`src/rtl/pixel_replicating_upscaler_unit_macros.svh`:
```
// Assertion macros shared by the upscaler RTL.
`ifndef PIXEL_REPLICATING_UPSCALER_UNIT_MACROS_SVH
`define PIXEL_REPLICATING_UPSCALER_UNIT_MACROS_SVH

// The consequent must hold in the same cycle as the antecedent.
`define PRU_ASSERT_IMP(lbl, clk, rst_n, ante, cons) \
    lbl: assert property (@(posedge clk) disable iff (!rst_n) (ante) |-> (cons)) \
        else $error("upscaler check failed");

// The consequent must hold in the cycle after the antecedent.
`define PRU_ASSERT_NXT(lbl, clk, rst_n, ante, cons) \
    lbl: assert property (@(posedge clk) disable iff (!rst_n) (ante) |=> (cons)) \
        else $error("upscaler check failed");

`endif

```
`src/rtl/pru_pkg.sv`:
```
package pru_pkg;

    // Field widths.
    localparam int PIX_W    = 24;
    localparam int COMP_W   = 8;
    localparam int SCALE_W  = 7;
    localparam int WIDTH_W  = 11;
    localparam int HEIGHT_W = 16;
    localparam int CFG_W    = 16;
    localparam int CFG_IDX_W = 2;

    // Configuration register indexes.
    localparam logic [CFG_IDX_W-1:0] CFG_SCALE  = 2'd0;
    localparam logic [CFG_IDX_W-1:0] CFG_WIDTH  = 2'd1;
    localparam logic [CFG_IDX_W-1:0] CFG_HEIGHT = 2'd2;

    // Request kinds.
    localparam logic ACT_LOAD = 1'b0;
    localparam logic ACT_TICK = 1'b1;

    typedef enum logic {
        PH_LOAD,
        PH_EMIT
    } t_phase;

    // Line buffer access for one request.
    typedef struct packed {
        logic we;
        logic re;
    } t_mem_cmd;

    // Control part of one result on its way to the output.
    typedef struct packed {
        logic valid;
        logic pad;
        logic row_end;
        logic frame_end;
    } t_emit_ctl;

endpackage

```
`src/rtl/pru_ctrl.sv`:
```
`include "pixel_replicating_upscaler_unit_macros.svh"

module pru_ctrl
    import pru_pkg::*;
#(
    parameter int MAX_ROW_PIXELS = 1024,
    parameter int MAX_SCALE      = 100,
    parameter int AW             = 10
) (
    input  logic                 i_clk,
    input  logic                 i_rst_n,
    input  logic                 i_cfg_we,
    input  logic [CFG_IDX_W-1:0] i_cfg_index,
    input  logic [CFG_W-1:0]     i_cfg_wdata,
    input  logic                 i_accept,
    input  logic                 i_action,
    output t_mem_cmd             o_mem,
    output logic [AW-1:0]        o_wr_addr,
    output logic [AW-1:0]        o_rd_addr,
    output t_emit_ctl            o_emit
);

    // Configuration, held already clamped to its working range.
    logic [SCALE_W-1:0]  r_scale;
    logic [WIDTH_W-1:0]  r_width;
    logic [HEIGHT_W-1:0] r_height;

    // Sequencer state.
    t_phase              r_phase,  n_phase;
    logic [WIDTH_W-1:0]  r_fill,   n_fill;
    logic [WIDTH_W-1:0]  r_ridx,   n_ridx;
    logic [SCALE_W-1:0]  r_col,    n_col;
    logic [SCALE_W-1:0]  r_rrep,   n_rrep;
    logic [1:0]          r_pad,    n_pad;
    logic [HEIGHT_W-1:0] r_rows,   n_rows;

    logic [SCALE_W-1:0]  cfg_scale;
    logic [WIDTH_W-1:0]  cfg_width;
    logic [HEIGHT_W-1:0] cfg_height;
    logic [3:0]          pad_prod;
    logic [1:0]          pad_len;
    logic [31:0]         fill_ext;
    logic [31:0]         ridx_ext;

    // Clamp incoming register values: zero acts as one, large scale and width values saturate.
    always_comb begin
        cfg_scale  = i_cfg_wdata[SCALE_W-1:0];
        cfg_width  = i_cfg_wdata[WIDTH_W-1:0];
        cfg_height = i_cfg_wdata[HEIGHT_W-1:0];
        if (cfg_scale == '0) begin
            cfg_scale = SCALE_W'(1);
        end else if (32'(cfg_scale) > MAX_SCALE) begin
            cfg_scale = SCALE_W'(MAX_SCALE);
        end
        if (cfg_width == '0) begin
            cfg_width = WIDTH_W'(1);
        end else if (32'(cfg_width) > MAX_ROW_PIXELS) begin
            cfg_width = WIDTH_W'(MAX_ROW_PIXELS);
        end
        if (cfg_height == '0) begin
            cfg_height = HEIGHT_W'(1);
        end
    end

    // Register file.
    always_ff @(posedge i_clk) begin
        if (!i_rst_n) begin
            r_scale  <= SCALE_W'(1);
            r_width  <= WIDTH_W'(1);
            r_height <= HEIGHT_W'(1);
        end else if (i_cfg_we) begin
            unique case (i_cfg_index)
                CFG_SCALE:  r_scale  <= cfg_scale;
                CFG_WIDTH:  r_width  <= cfg_width;
                CFG_HEIGHT: r_height <= cfg_height;
                default:    ;
            endcase
        end
    end

    // Padding bytes per output row: (width * scale) mod 4 needs only the low bits.
    assign pad_prod = {2'b00, r_width[1:0]} * {2'b00, r_scale[1:0]};
    assign pad_len  = pad_prod[1:0];

    // Line buffer addresses.
    assign fill_ext  = 32'(r_fill);
    assign ridx_ext  = 32'(r_ridx);
    assign o_wr_addr = fill_ext[AW-1:0];
    assign o_rd_addr = ridx_ext[AW-1:0];

    // Next state and per-request outputs.
    always_comb begin
        logic [WIDTH_W-1:0]  fill_inc;
        logic [WIDTH_W:0]    ridx_inc;
        logic [SCALE_W:0]    col_inc;
        logic [SCALE_W:0]    rrep_inc;
        logic [HEIGHT_W:0]   rows_inc;
        logic                row_done;

        n_phase  = r_phase;
        n_fill   = r_fill;
        n_ridx   = r_ridx;
        n_col    = r_col;
        n_rrep   = r_rrep;
        n_pad    = r_pad;
        n_rows   = r_rows;
        o_mem    = '0;
        o_emit   = '0;
        row_done = 1'b0;
        fill_inc = r_fill + WIDTH_W'(1);
        ridx_inc = {1'b0, r_ridx} + (WIDTH_W+1)'(1);
        col_inc  = {1'b0, r_col} + (SCALE_W+1)'(1);
        rrep_inc = {1'b0, r_rrep} + (SCALE_W+1)'(1);
        rows_inc = {1'b0, r_rows} + (HEIGHT_W+1)'(1);

        unique case (r_phase)
            PH_LOAD: begin
                // A pixel goes into the line buffer; a tick is ignored.
                if (i_accept && i_action == ACT_LOAD) begin
                    o_mem.we = 1'b1;
                    if (fill_inc >= r_width) begin
                        n_fill  = '0;
                        n_phase = PH_EMIT;
                        n_ridx  = '0;
                        n_col   = '0;
                        n_rrep  = '0;
                        n_pad   = '0;
                    end else begin
                        n_fill = fill_inc;
                    end
                end
            end
            PH_EMIT: begin
                // Each tick gives one pixel or one padding byte; a pixel is ignored.
                if (i_accept && i_action == ACT_TICK) begin
                    o_emit.valid = 1'b1;
                    if (r_pad != 2'd0) begin
                        o_emit.pad = 1'b1;
                        n_pad      = r_pad - 2'd1;
                        row_done   = (r_pad == 2'd1);
                    end else begin
                        o_mem.re = 1'b1;
                        if (col_inc >= {1'b0, r_scale}) begin
                            n_col = '0;
                            if (ridx_inc >= {1'b0, r_width}) begin
                                n_ridx   = '0;
                                n_pad    = pad_len;
                                row_done = (pad_len == 2'd0);
                            end else begin
                                n_ridx = ridx_inc[WIDTH_W-1:0];
                            end
                        end else begin
                            n_col = col_inc[SCALE_W-1:0];
                        end
                    end

                    // Row repeat and frame accounting.
                    if (row_done) begin
                        o_emit.row_end = 1'b1;
                        if (rrep_inc >= {1'b0, r_scale}) begin
                            n_rrep  = '0;
                            n_phase = PH_LOAD;
                            n_fill  = '0;
                            if (rows_inc >= {1'b0, r_height}) begin
                                n_rows           = '0;
                                o_emit.frame_end = 1'b1;
                            end else begin
                                n_rows = rows_inc[HEIGHT_W-1:0];
                            end
                        end else begin
                            n_rrep = rrep_inc[SCALE_W-1:0];
                        end
                    end
                end
            end
            default: ;
        endcase
    end

    // State registers.
    always_ff @(posedge i_clk) begin
        if (!i_rst_n) begin
            r_phase <= PH_LOAD;
            r_fill  <= '0;
            r_ridx  <= '0;
            r_col   <= '0;
            r_rrep  <= '0;
            r_pad   <= '0;
            r_rows  <= '0;
        end else begin
            r_phase <= n_phase;
            r_fill  <= n_fill;
            r_ridx  <= n_ridx;
            r_col   <= n_col;
            r_rrep  <= n_rrep;
            r_pad   <= n_pad;
            r_rows  <= n_rows;
        end
    end

    // The buffer is never read and written for the same request.
    `PRU_ASSERT_IMP(a_no_rw_same, i_clk, i_rst_n, o_mem.we, !o_mem.re)
    // Padding is only pending while a row is being emitted.
    `PRU_ASSERT_IMP(a_pad_in_emit, i_clk, i_rst_n, r_pad != 2'd0, r_phase == PH_EMIT)
    // The end of a frame restarts the row count and returns to loading.
    `PRU_ASSERT_NXT(a_frame_wrap, i_clk, i_rst_n, o_emit.frame_end,
                    r_rows == '0 && r_phase == PH_LOAD)

endmodule

```
`config.mk`:
```
export PLATFORM = sky130hd
export DESIGN_NAME = pru_ctrl
export DESIGN_NICKNAME = d
export VERILOG_FILES = /design/src/rtl/pru_pkg.sv /design/src/rtl/pru_ctrl.sv
export VERILOG_INCLUDE_DIRS = /design/src /design/src/rtl
export SDC_FILE = /design/constraint.sdc
export NUM_CORES = 1
export LEC_CHECK = 0
export BUFFER_PORTS_ARGS = -buffer_cell sky130_fd_sc_hd__buf_2
export CAP_MARGIN = 20
export CORE_MARGIN = 3
export CORE_UTILIZATION = 30
export DETAILED_ROUTE_END_ITERATION = 10
export SLEW_MARGIN = 20
export SYNTH_ARGS = -nofsm -noshare
export SYNTH_HDL_FRONTEND = slang
export SYNTH_SLANG_ARGS = --single-unit
```
`constraint.sdc`:
```
create_clock -name i_clk -period 5.1 [get_ports i_clk]
set_input_delay 0.51 -clock i_clk [delete_from_list [all_inputs] [get_ports i_clk]]
set_output_delay 0.51 -clock i_clk [all_outputs]
set_load 0.05 [all_outputs]
```
==> impl_metrics.toml, run 1 <==
[place]
gp_congestion = 0.819
portBuffers = 48
hpwl_mm = 10.7

[global_route]
grt_pass1_wl_mm = 24.2
grt_start_max_net_pins = 60
overflow = 0
antenna_found_initial = 0
grt_usage_pct = 13.7
grt_pass1_vias = 4787

[timing]
tns_ns = 0
whs_ns = 0.412
fin_crit_sh_pct = 83.5
relSlewSlack_pct = 28.9
finalHoldViolCount = 0
tightestPinTransition_ns = 1.06
fin_crit_ns = 4.26
finalClockSkew_ns = 0.00503
timing.fmax_mhz = 235
report.final.slew_viol_count = 0
rsz0062_at_grt = "no"
setup_viol = 0

[routing]
vias = 5091
first_iter_violations = 283
drc = 0
routedWlPerCell_um = 14.3
drt-total-wl_mm = 14.6
via_per_inst = 4.98
antenna_left = 0
first_pass_iters = 5

[power_and_ir_drop]
power_density_mw_per_mm2 = 242
p_leak_nw = 2.63
vdd_drop_max_uv = 166

[worst_setup_path]
worstPathMaxFanout = 15
r2r_slack_ns = 1.12
cp-start-kind = "flop"
end_kind = "primary output"
crit_type = "flop to primary output"
required_ns = 4.59
r2r_cells = 14
cp.arrival_ns = 3.75
r2r_start = "r_fill[0]$_SDFFE_PN0P_"
rr_endpoint = "r_fill[0]$_SDFFE_PN0P_"

[synth]
synthAdderAreaFrac_pct = 12.3
ys_seq_elements = 89
synth_flop_cell = "dfxtp_1"
yosysTopAreaCell = "dfxtp_1"
syn_area_mm2 = 0.00590
synth_xor_area_share_pct = 6.39
synth_compound_area_share_pct = 18.2
synth_cells = 748
synthSimpleGateAreaFrac_pct = 23.2
synth_top_family_by_area = "simple AND/OR/NAND/NOR gates"
synth_edf_count = 0
ys_top_cells_by_area = "dfxtp_1 (30%), ha_1 (12%), nand2_1 (6.2%)"
synth.avg_cell_area_um2 = 7.89
synthesis.nets = 828
yosysTopAreaCellShare_pct = 30.2
synth_cell_types = 62
synthMuxAreaShare_pct = 1.38
synth-async-reset-ratio_pct = 0
yosys_warnings = 0
ys_seq_area_share_pct = 30.2

[run_status]
status = "complete, no violations"

[floorplanning]
dieArea_mm2 = 0.0214
dieHeight_um = 146
die_w_um = 146
rows = 50
io_pins = 49
initial_core_util_pct = 31.0
core-area_mm2 = 0.0190

[min_path]
min_path_cells = 3
hp-class = "primary input to flop"
min_to = "r_height[13]$_SDFFE_PN0P_"
hold_start = "i_cfg_wdata[13]"

[clock_network]
cts_buffer_depth = 2
post_cts_resized = 0
cts_root_buffer = "clkbuf_16"
postCtsSetupRepairBufs = 0
cts_sinks = 89
path_clk_slew_ns = 0.06
worstSkewPairLatency_ns = 0.35
cts_hold_buf = 0
htreeDepth = 3
cts_tree = "yes"
cts_made_buffers = 9

[finish]
drive_above_1_share_pct = 11.3
diodes = 0
area_delta_synth_final_pct = 10.2
fin_nets = 838
n_fill_cell = 2049

[flow_run]
timing.max_cap.violations = 0
[cell type report]
cell class,count,area (um2),share of cell area [%]
Clock buffer,14,274,4.22
Inverter,54,203,3.12
Multi-Input combinational cell,553,3620,55.7
Sequential cell,89,1780,27.4
Tap cell,260,325,5.00
Clock inverter,2,35.0,0.539
Timing Repair Buffer,51,263,4.04
[layer usage]
| layer | track usage [%] | vias up | part of all wire [%] | routed length (um) |
|---|---|---|---|---|
| li1 | - | 2627 | - | - |
| met1 | 19.3 | 2363 | 51 | 7500 |
| met2 | 21.4 | 93 | 44 | 6440 |
| met3 | 3.32 | 8 | 3.7 | 547 |
| met4 | 3.25 | 0 | 0.87 | 127 |
| met5 | 0 | - | 0 | 0 |
[flip-flops by register name (all words and copies together) (netlist names)]
name and cells:
r_col 7, r_rows 16, r_height 16, r_ridx 11
r_fill 11, r_rrep 7, r_phase 1, r_width 11
r_scale 7, r_pad 2
[cells in the final DEF, fill, tap and decap left out, types with 5 or more instances in the layout]
cell type	count
nor3b_1	7
clkbuf_16	9
ha_1	57
o21ai_0	25
buf_2	48
nand3_1	34
o221a_2	6
xor2_1	18
or3_1	16
and3_1	15
dfxtp_1	89
o22ai_1	13
nor2_1	58
mux2i_1	7
nor3_1	6
a21o_1	5
a32o_1	5
nand4_1	8
a21oi_1	57
a31oi_1	6
inv_1	52
nand2_1	97
nand3b_1	9
a22oi_1	13
a211oi_1	5
xnor2_1	25
[worst max path at each step]
stage | cells past startpoint | end | slack [ns] | start
2_1_floorplan | 14 | o_emit[0] | 1.39 | r_rows[0]$_SDFFE_PN0P_
3_3_place_gp | 13 | o_emit[0] | 1.26 | r_rows[0]$_SDFFE_PN0P_
3_5_place_dp | 14 | r_fill[0]$_SDFFE_PN0P_ | 1.16 | r_fill[0]$_SDFFE_PN0P_
4_1_cts | 13 | o_emit[0] | 0.83 | r_rows[0]$_SDFFE_PN0P_
5_1_grt | 13 | o_emit[0] | 0.36 | r_rows[1]$_SDFFE_PN0P_
6_report | 13 | o_emit[0] | 0.84 | r_rows[0]$_SDFFE_PN0P_
[cell families after synthesis]
family,after synthesis
simple gates,280
compound gates,164
buf+inv,106
flops,89
fa+ha+maj,58
xor+xnor,43
mux,8
[metrics by stage]
| step | instances | area (um2) | total power [mW] | util (%) | setup slack, ns |
|---|---|---|---|---|---|
| after floorplan | 748 | 5900 | 0.843 | - | 1.39 |
| after global placement | 1007 | 6190 | 0.889 | 32.6 | 1.26 |
| after detailed placement | 1007 | 6190 | 0.891 | 32.6 | 1.16 |
| after CTS | 1023 | 6500 | 1.59 | 34.2 | 0.832 |
| after global routing | 1023 | 6500 | 1.64 | 34.2 | 0.361 |
| final | 1023 | 6500 | 1.58 | 34.2 | 0.839 |
[worst max-delay path: stages (launching register included)]
cell and delay, ns:
dfxtp_1 0.38, ha_1 0.24, nand3_2 0.14, nor3_1 0.37, nand4_1 0.21, xnor2_1 0.17, ha_1 0.29, nand3_1 0.13
nor2_1 0.06, a2111oi_0 0.36, o221a_2 0.26, and2_1 0.47, nor2_1 0.10, buf_2 0.23
[cell usage after synthesis, drive strengths merged, types with 18 or more instances]
cell type and n:
nand3 36, nand2 97, o21ai 28, xnor2 25
dfxtp 89, inv 53, clkbuf 26, a21oi 57
ha 57, buf 26, xor2 18, nor2 60
[power breakdown]
| part | switching (mW) | internal, mW |
|---|---|---|
| combinational | 0.114 | 0.0484 |
| clock | 0.280 | 0.420 |
| sequential | 0.00906 | 0.705 |
Note: power is estimated with default switching activity, not from simulation.
==> inputs of run 2 (changes only) <==
--- a/config.mk
+++ b/config.mk
@@ -6,6 +6,7 @@
 export SDC_FILE = /design/constraint.sdc
 export NUM_CORES = 1
 export LEC_CHECK = 0
+export ABC_AREA = 1
 export BUFFER_PORTS_ARGS = -buffer_cell sky130_fd_sc_hd__buf_2
 export CAP_MARGIN = 20
 export CORE_MARGIN = 3
==> constraint.sdc (replaced) <==
create_clock -name i_clk -period 4.2 [get_ports i_clk]
set_input_delay 0.42 -clock i_clk [delete_from_list [all_inputs] [get_ports i_clk]]
set_output_delay 0.42 -clock i_clk [all_outputs]
set_load 0.05 [all_outputs]
==> impl_metrics.toml, run 2 <==
[place]
gp_congestion = 0.840
portBuffers = 48
hpwl_mm = 11.5

[finish]
multi_input_area_mm2 = 0.00368
most-common-layout-cells = "nand2_1 (176), inv_1 (143), nor2_1 (110), dfxtp_1 (89), a21oi_1 (78)"
area_delta_synth_final_pct = 10.2
fin_nets = 1027
top_regs = "r_height (16), r_rows (16)"
diodes = 0
n_fill_cell = 2201
drive_above_1_share_pct = 12.2
final_common_cell = "nand2_1"
regArea_mm2 = 0.00178

[global_route]
overflow = 0
grt_pass1_vias = 5145
antenna_found_initial = 0
grt_pass1_wl_mm = 24.7
grt_start_max_net_pins = 41
grt_usage_pct = 13.5

[worst_setup_path]
rr_endpoint = "r_ridx[0]$_SDFFE_PN0P_"
startpoint = "r_ridx[0]$_SDFFE_PN0P_"
crit_path_frequent_cell = "nor2_1"
crit_chain = "ha_1 > nand2_1 > nor2_1 > inv_1 > nor2_1 > nand2_1 > o22ai_1 > inv_1 > ha_1 > nand3_1 > nor2_1 > nand3_1 > nand3_2 > nand3_2 > nand2_2 > nand4_4 > a31oi_1 > buf_2"
crit_buf_inv = 3
r2r_slack_ns = 0.76
crit_path_end = "o_emit[0]"
crit_family = "simple AND/OR/NAND/NOR gates"
required_ns = 3.78
r2r_cells = 16
crit_type = "flop to primary output"
end_kind = "primary output"
crit_cells = 18
critPathSlowestCell = "dfxtp_1"
critPathMaxStageDelay_ns = 0.44
cp-start-kind = "flop"
cp.arrival_ns = 3.40
worstPathMaxFanout = 6
r2r_start = "r_fill[0]$_SDFFE_PN0P_"

[clock_network]
cts_made_buffers = 9
cts_sinks = 89
cts_root_buffer = "clkbuf_16"
cts_hold_buf = 0
path_clk_slew_ns = 0.06
post_cts_resized = 0
cts_buffer_depth = 2
worstSkewPairLatency_ns = 0.35
htreeDepth = 3
postCtsSetupRepairBufs = 0
cts_tree = "yes"

[synth]
ys_top_cells_by_area = "dfxtp_1 (28%), ha_1 (11%), nand2_1 (11%)"
ys_seq_elements = 89
yosys_warnings = 0
synth_flop_cell = "dfxtp_1"
synth-async-reset-ratio_pct = 0
synth_cells = 921
yosysTopAreaCell = "dfxtp_1"
syn_area_mm2 = 0.00626
yosysTopAreaCellShare_pct = 28.4
synth.avg_cell_area_um2 = 6.80
synthesis.nets = 1001
ys_seq_area_share_pct = 28.4
synth_cell_types = 43
synth_most_common_cell = "nand2_1"
synth_edf_count = 0
synth_common_cells = "nand2_1 (176), inv_1 (143), nor2_1 (110)"

[timing]
timing.fmax_mhz = 262
tns_ns = 0
relSlewSlack_pct = 54.6
tightestPinTransition_ns = 0.681
rsz0062_at_grt = "no"
report.final.slew_viol_count = 0
fin_crit_sh_pct = 90.9
setup_viol = 0
whs_ns = 0.328
fin_crit_ns = 3.82
finalClockSkew_ns = 0.00880
finalHoldViolCount = 0

[power_and_ir_drop]
vdd_drop_max_uv = 213
p_leak_nw = 3.21
power_density_mw_per_mm2 = 529
power.total_mw = 3.65

[min_path]
hp-class = "primary input to flop"

[floorplanning]
dieHeight_um = 150
rows = 52
core-area_mm2 = 0.0204
die_w_um = 150
io_pins = 49
dieArea_mm2 = 0.0226
initial_core_util_pct = 30.8

[routing]
first_iter_violations = 316
antenna_left = 0
via_per_inst = 4.57
drt-total-wl_mm = 14.7
drc = 0
first_pass_iters = 4
vias = 5577
routedWlPerCell_um = 12.0

[flow_run]
timing.max_cap.violations = 0

[run_status]
status = "complete, no violations"
==> run 2: area by class of cell <==
class                           instances  area share (%)
Timing Repair Buffer                   55            4.24
Tap cell                              270            4.89
Multi-Input combinational cell        645            53.3
Clock inverter                          3           0.254
Clock buffer                           12            3.57
Inverter                              147            7.99
Sequential cell                        89            25.8
==> run 2: kinds of logic (layout without fill, tap and decap cells) <==
family,after synthesis,in the layout,synth area share (%)
AO/OA/AOI/OAI,156,156,14.3
XOR/XNOR,30,30,4.19
adder cells (fa/ha/maj),57,57,11.4
buffers and inverters,187,217,12.8
flip-flops,89,89,28.4
AND/OR/NAND/NOR,402,402,28.9
==> run 2: power breakdown <==
group | total (mW) | internal, mW | leakage, nW | switching [mW]
Clock | 0.749 | 0.413 | 0.128 | 0.337
Combinational | 1.78 | 0.594 | 2.36 | 1.19
Sequential | 1.12 | 0.978 | 0.724 | 0.142
==> run 2: worst min path at each step <==
stage                                end                 startpoint  cells past startpoint
2_1_floorplan  r_height[10]$_SDFFE_PN0P_  r_height[10]$_SDFFE_PN0P_                      2
3_3_place_gp    r_height[7]$_SDFFE_PN0P_   r_height[7]$_SDFFE_PN0P_                      2
3_5_place_dp    r_height[7]$_SDFFE_PN0P_   r_height[7]$_SDFFE_PN0P_                      2
4_1_cts        r_height[12]$_SDFFE_PN0P_            i_cfg_wdata[12]                      3
5_1_grt        r_height[12]$_SDFFE_PN0P_            i_cfg_wdata[12]                      3
6_report       r_height[12]$_SDFFE_PN0P_            i_cfg_wdata[12]                      3
==> run 2: metrics by stage <==
| step | setup slack (ns) | std cells | cell area (um2) | utilization [%] |
|---|---|---|---|---|
| after floorplan | 0.547 | 921 | 6260 | - |
| after global placement | 0.772 | 1206 | 6640 | 32.6 |
| after detailed placement | 0.736 | 1206 | 6640 | 32.6 |
| after CTS | 0.335 | 1221 | 6910 | 33.9 |
| after global routing | 0.0917 | 1221 | 6910 | 33.9 |
| final | 0.382 | 1221 | 6910 | 33.9 |
==> run 2: layer usage <==
metal | vias up | wire length [um] | track usage [%]
li1 | 3009 | - | -
met3 | 13 | 617 | 3.28
met5 | - | 0 | 0
met1 | 2474 | 7000 | 17.5
met4 | 0 | 170 | 3.20
met2 | 81 | 6870 | 22.7
==> run 2: worst min-delay path, stage by stage <==
cell and delay [ns]:
buf_2 0.07, inv_1 0.04, a21oi_1 0.10
